`src/design/frc_pkg.sv`:
```
`timescale 1ns / 1ps
// ----------------------------------------------------------------------------
// frc_pkg
// Shared types, constants and the column LFSR step for the CRC-10 frame
// checker.
// ----------------------------------------------------------------------------
package frc_pkg;

    localparam int SAMPLE_W     = 8;
    localparam int CHECK_BITS   = 10;
    localparam int DATA_BITS    = 27;
    localparam int FRAME_LENGTH = 38;

    localparam int DATA_BIT  = 0;   // data bit position in a sample
    localparam int START_BIT = 1;   // frame start marker position

    localparam logic [CHECK_BITS-1:0] REM_INIT  = 10'h393;
    localparam logic [CHECK_BITS-1:0] COL_INIT  = 10'h36E;
    localparam logic [CHECK_BITS-1:0] LFSR_TAPS = 10'h225;

    typedef enum logic {
        S_FILL,
        S_DRAIN
    } state_t;

    // one step of the column LFSR: shift right, fold taps on the bit shifted out
    function automatic logic [CHECK_BITS-1:0] lfsr_step(input logic [CHECK_BITS-1:0] col);
        logic [CHECK_BITS-1:0] shifted;
        shifted = col >> 1;
        return col[0] ? (shifted ^ LFSR_TAPS) : shifted;
    endfunction

endpackage

```
`src/design/frc_ram.sv`:
```
`timescale 1ns / 1ps
// ----------------------------------------------------------------------------
// frc_ram
// Generic simple dual-port RAM: one write port, one read port with a
// registered read that holds while the read enable is low.
// ----------------------------------------------------------------------------
module frc_ram #(
    parameter int WIDTH = frc_pkg::SAMPLE_W,
    parameter int DEPTH = frc_pkg::FRAME_LENGTH
) (
    input  logic                      clk,
    input  logic                      wr_en,
    input  logic [$clog2(DEPTH)-1:0]  wr_addr,
    input  logic [WIDTH-1:0]          wr_data,
    input  logic                      rd_en,
    input  logic [$clog2(DEPTH)-1:0]  rd_addr,
    output logic [WIDTH-1:0]          rd_data
);

    logic [WIDTH-1:0] mem [DEPTH];
    logic [WIDTH-1:0] rd_data_reg;

    always_ff @(posedge clk)
    begin
        if (wr_en)
        begin
            mem[wr_addr] <= wr_data;
        end
        if (rd_en)
        begin
            rd_data_reg <= mem[rd_addr];
        end
    end

    assign rd_data = rd_data_reg;

endmodule

```
`config.mk`:
```
export PLATFORM = sky130hd
export DESIGN_NAME = frc_ram
export DESIGN_NICKNAME = d
export VERILOG_FILES = /design/src/design/frc_pkg.sv /design/src/design/frc_ram.sv
export SDC_FILE = /design/constraint.sdc
export NUM_CORES = 1
export LEC_CHECK = 0
export BUFFER_PORTS_ARGS = -buffer_cell sky130_fd_sc_hd__buf_2
export CAP_MARGIN = 20
export CORE_ASPECT_RATIO = 1.25
export CORE_MARGIN = 4
export CORE_UTILIZATION = 55
export DETAILED_ROUTE_END_ITERATION = 12
export PLACE_DENSITY = 0.81
export REMOVE_ABC_BUFFERS = 1
export SKIP_LAST_GASP = 1
export SYNTH_ARGS = -nofsm -noshare
export SYNTH_HDL_FRONTEND = slang
export SYNTH_SLANG_ARGS = --single-unit
```
`constraint.sdc`:
```
create_clock -name clk -period 2 [get_ports clk]
set_clock_uncertainty 0.15 [all_clocks]
set_input_delay 0.2 -clock clk [delete_from_list [all_inputs] [get_ports clk]]
set_output_delay 0.2 -clock clk [all_outputs]
set_load 0.03 [all_outputs]
```
==> results.md <==
* Top post-synthesis cells by area: edfxtp_1, mux2i_1, a22oi_1
* FFs w/ async S/R, synth at 0
* R2r startpoint: mem[17][5]
* First-pass GRT wire length at 40360 µm
* Layout cell share with drive strength beyond 1 at 0.2276
* Critical Path Fanout Max at 1
* Hold buffer count at cts at 1
* Worst-Margin Slew at 928.9 ps
* Most common cell in the netlist: edfxtp_1
* Crit path arrival time at 2030 ps
* Wire length per cell at 24.64 µm
* Reg2Reg Setup Slack at 180 ps
* Area leader, netlist: edfxtp_1
* P per Cell Area at 931.4 nW/µm²
* P_leak at 5.012 nW
* Fill cells at 1469
* Max Cap Violations at 0
* Mapped Cells at 678
* Antenna viol nets, final at 0
* CTS Buf Count at 27
* DP Cell Count at 1025
* Total Power at 13.30 mW
* Gr ovfl total at 0
* Drt drc at 0
* Drt total wl at 26480 µm
* Final Cycle Share at 0.9107
* Die height at 176.4 µm
* Worst EP required at 2210 ps
* Synth Register Bits at 312
* Setup crit end kind: flip-flop
* GPL Wtd Cong at 0.8892
* Total Nets Final at 795
* Fin cells at 1075
* Post-DP HPWL at 17610 µm
* Clk root buf: clkbuf_16
* Critical Path Source Type: flip-flop
* Area Overhead vs Synth at 14.49%
* Htree depth at 1
* Initial antenna violation count at 2
* Max VDD drop at 0.6207 mV
* EDFF count, synth at 312
* CP endpoint: rd_data[5]
* Slew margin rel. at 0.3779
* Status: completed
* Clk buf depth at 3
* DIE WIDTH at 142.7 µm
* Io pins at 31
* Pins Over Slew Limit at 0
* DIE AREA at 25170 µm²
* RSZ-0062 raised after global routing: no
* Vias/cell at 6.153
* RR Endpoint: rd_data[5]
* Setup violations, final at 0
* Final Hold Viols at 0
* Vias at 6615
* Overall Global Routing Usage at 0.2133
* Starting Density at 0.5597
* Final worst path period need at 1821 ps
* Largest register FFs at 304
* Final core utilization at 0.6408
* Vias in the first global route at 6767
* Port bufs at 30
* DRT Pass-1 Iters at 5
* Depth of the most critical reg-to-reg path at 5
* Largest net degree at the start of global routing at 39
* Worst setup path category: flip-flop to flip-flop
* CORE AREA at 22290 µm²
* Fmax achieved at 0.5490 GHz
* Crit path from: mem[17][5]
* Register area share after synthesis at 0.7511
* Most frequent cells after synthesis: edfxtp_1, mux2i_1, nor2_1, a22oi_1
* Tightest Hold Check Type: input pin to flip-flop
* Clock Sinks at 312
* Post-synthesis cell type count at 31
* Mean Syn Cell Area at 18.40 µm²
* Post-cts resize count at 0
* Ys Warns at 0
* Mapped Area at 12470 µm²
* CTS tree: built
* Dominant synthesized flop cell: edfxtp_1
* # Post-CTS Setup Buffers at 0
* Clock Pin Slew Worst Setup and Hold Paths at 70 ps
* Num rows at 61
* Worst skew pair latency at 540 ps
* Top-area cell type share of the netlist area at 0.7511
* Starting DRT DRC Count at 651
-- cell families (layout without fill, tap and decap cells) --
group                  count (synthesis)  in the layout  share of synthesized area
other                                  0              1                          0
AND/OR/NAND/NOR                       77             77                    0.02769
buffers and inverters                 41            154                    0.02367
AO/OA/AOI/OAI                        104            104                    0.07393
multiplexers                         144            144                     0.1236
flip-flops                           312            312                     0.7511
-- cell type report --
cell class	count	area, µm²	area share
Clock inverter	15	186.4	0.01305
Clock buffer	33	698.2	0.04889
Antenna cell	1	2.502	0.0001752
Timing Repair Buffer	106	854.6	0.05984
Sequential cell	312	9369	0.6560
Tap cell	283	354.1	0.02479
Multi-Input combinational cell	325	2816	0.1972
-- layer usage --
layer / global-route usage / wire length (µm) / vias to the layer above
met5: 0 / 7 / -
met4: 0.07805 / 1061 / 2
met3: 0.03441 / 1948 / 77
met2: 0.3666 / 13630 / 292
met1: 0.2749 / 9832 / 3317
li1: - / - / 2927
-- where the power goes --
part | internal [mW] | switching [mW] | leakage [nW]
registers | 7.26 | 0.0193 | 2.81
logic | 0.303 | 0.509 | 1.76
clock network | 3.01 | 2.20 | 0.436
total | 10.6 | 2.73 | 5.01
-- worst min-delay path by stage --
| stage | cells after the start | slack [ps] | start | end |
|---|---|---|---|---|
| 3_5_place_dp | 1 | 410 | rd_en | rd_data[7] |
| 5_1_grt | 3 | 60 | wr_addr[0] | mem[19][7] |
| 4_1_cts | 3 | 30 | wr_addr[0] | mem[19][7] |
| 2_1_floorplan | 0 | 150 | wr_data[0] | mem[0][0] |
| 6_report | 3 | 40 | wr_addr[0] | mem[19][7] |
| 3_3_place_gp | 1 | 400 | rd_en | rd_data[7] |
-- metrics by stage --
stage                     worst slack, ps  TNS [ps]  hold slack [ps]  cell area (µm²)
after CTS                           185.9         0            26.33            14280
after floorplan                    -587.9     -4609            148.9            12180
final                               178.6         0            36.98            14280
after global routing                73.68         0            55.21            14280
after global placement             -150.8    -922.3            402.8            13380
after detailed placement           -218.7     -1395            411.9            13380
-- cell usage in the layout (no fill, tap or decap), types with 4 or more instances in the layout --
| master | Yosys | routed |
|---|---|---|
| nand2_1 | 14 | 14 |
| o211ai_1 | 8 | 8 |
| o41ai_2 | 8 | 8 |
| a21oi_1 | 16 | 16 |
| a221oi_2 | 13 | 13 |
| clkbuf_16 | 0 | 27 |
| a22o_1 | 16 | 16 |
| buf_2 | 8 | 29 |
| nand3_1 | 4 | 4 |
| nand2b_1 | 4 | 4 |
| o22ai_1 | 8 | 8 |
| a22oi_1 | 32 | 32 |
| mux2i_1 | 136 | 136 |
| nor2_1 | 40 | 39 |
| edfxtp_1 | 312 | 312 |
| clkinv_2 | 0 | 7 |
| mux4_2 | 8 | 8 |
| bufinv_16 | 0 | 4 |
| buf_4 | 9 | 65 |
| clkbuf_1 | 12 | 6 |
| buf_12 | 3 | 10 |
-- worst max-delay path, cell delays in order (launching register included) --
cell and delay (ps):
edfxtp_1 330, mux2i_1 90, a22o_1 270, a221oi_2 270
o22ai_1 210, o41ai_2 340
Note: power is estimated with default switching activity, not from simulation.
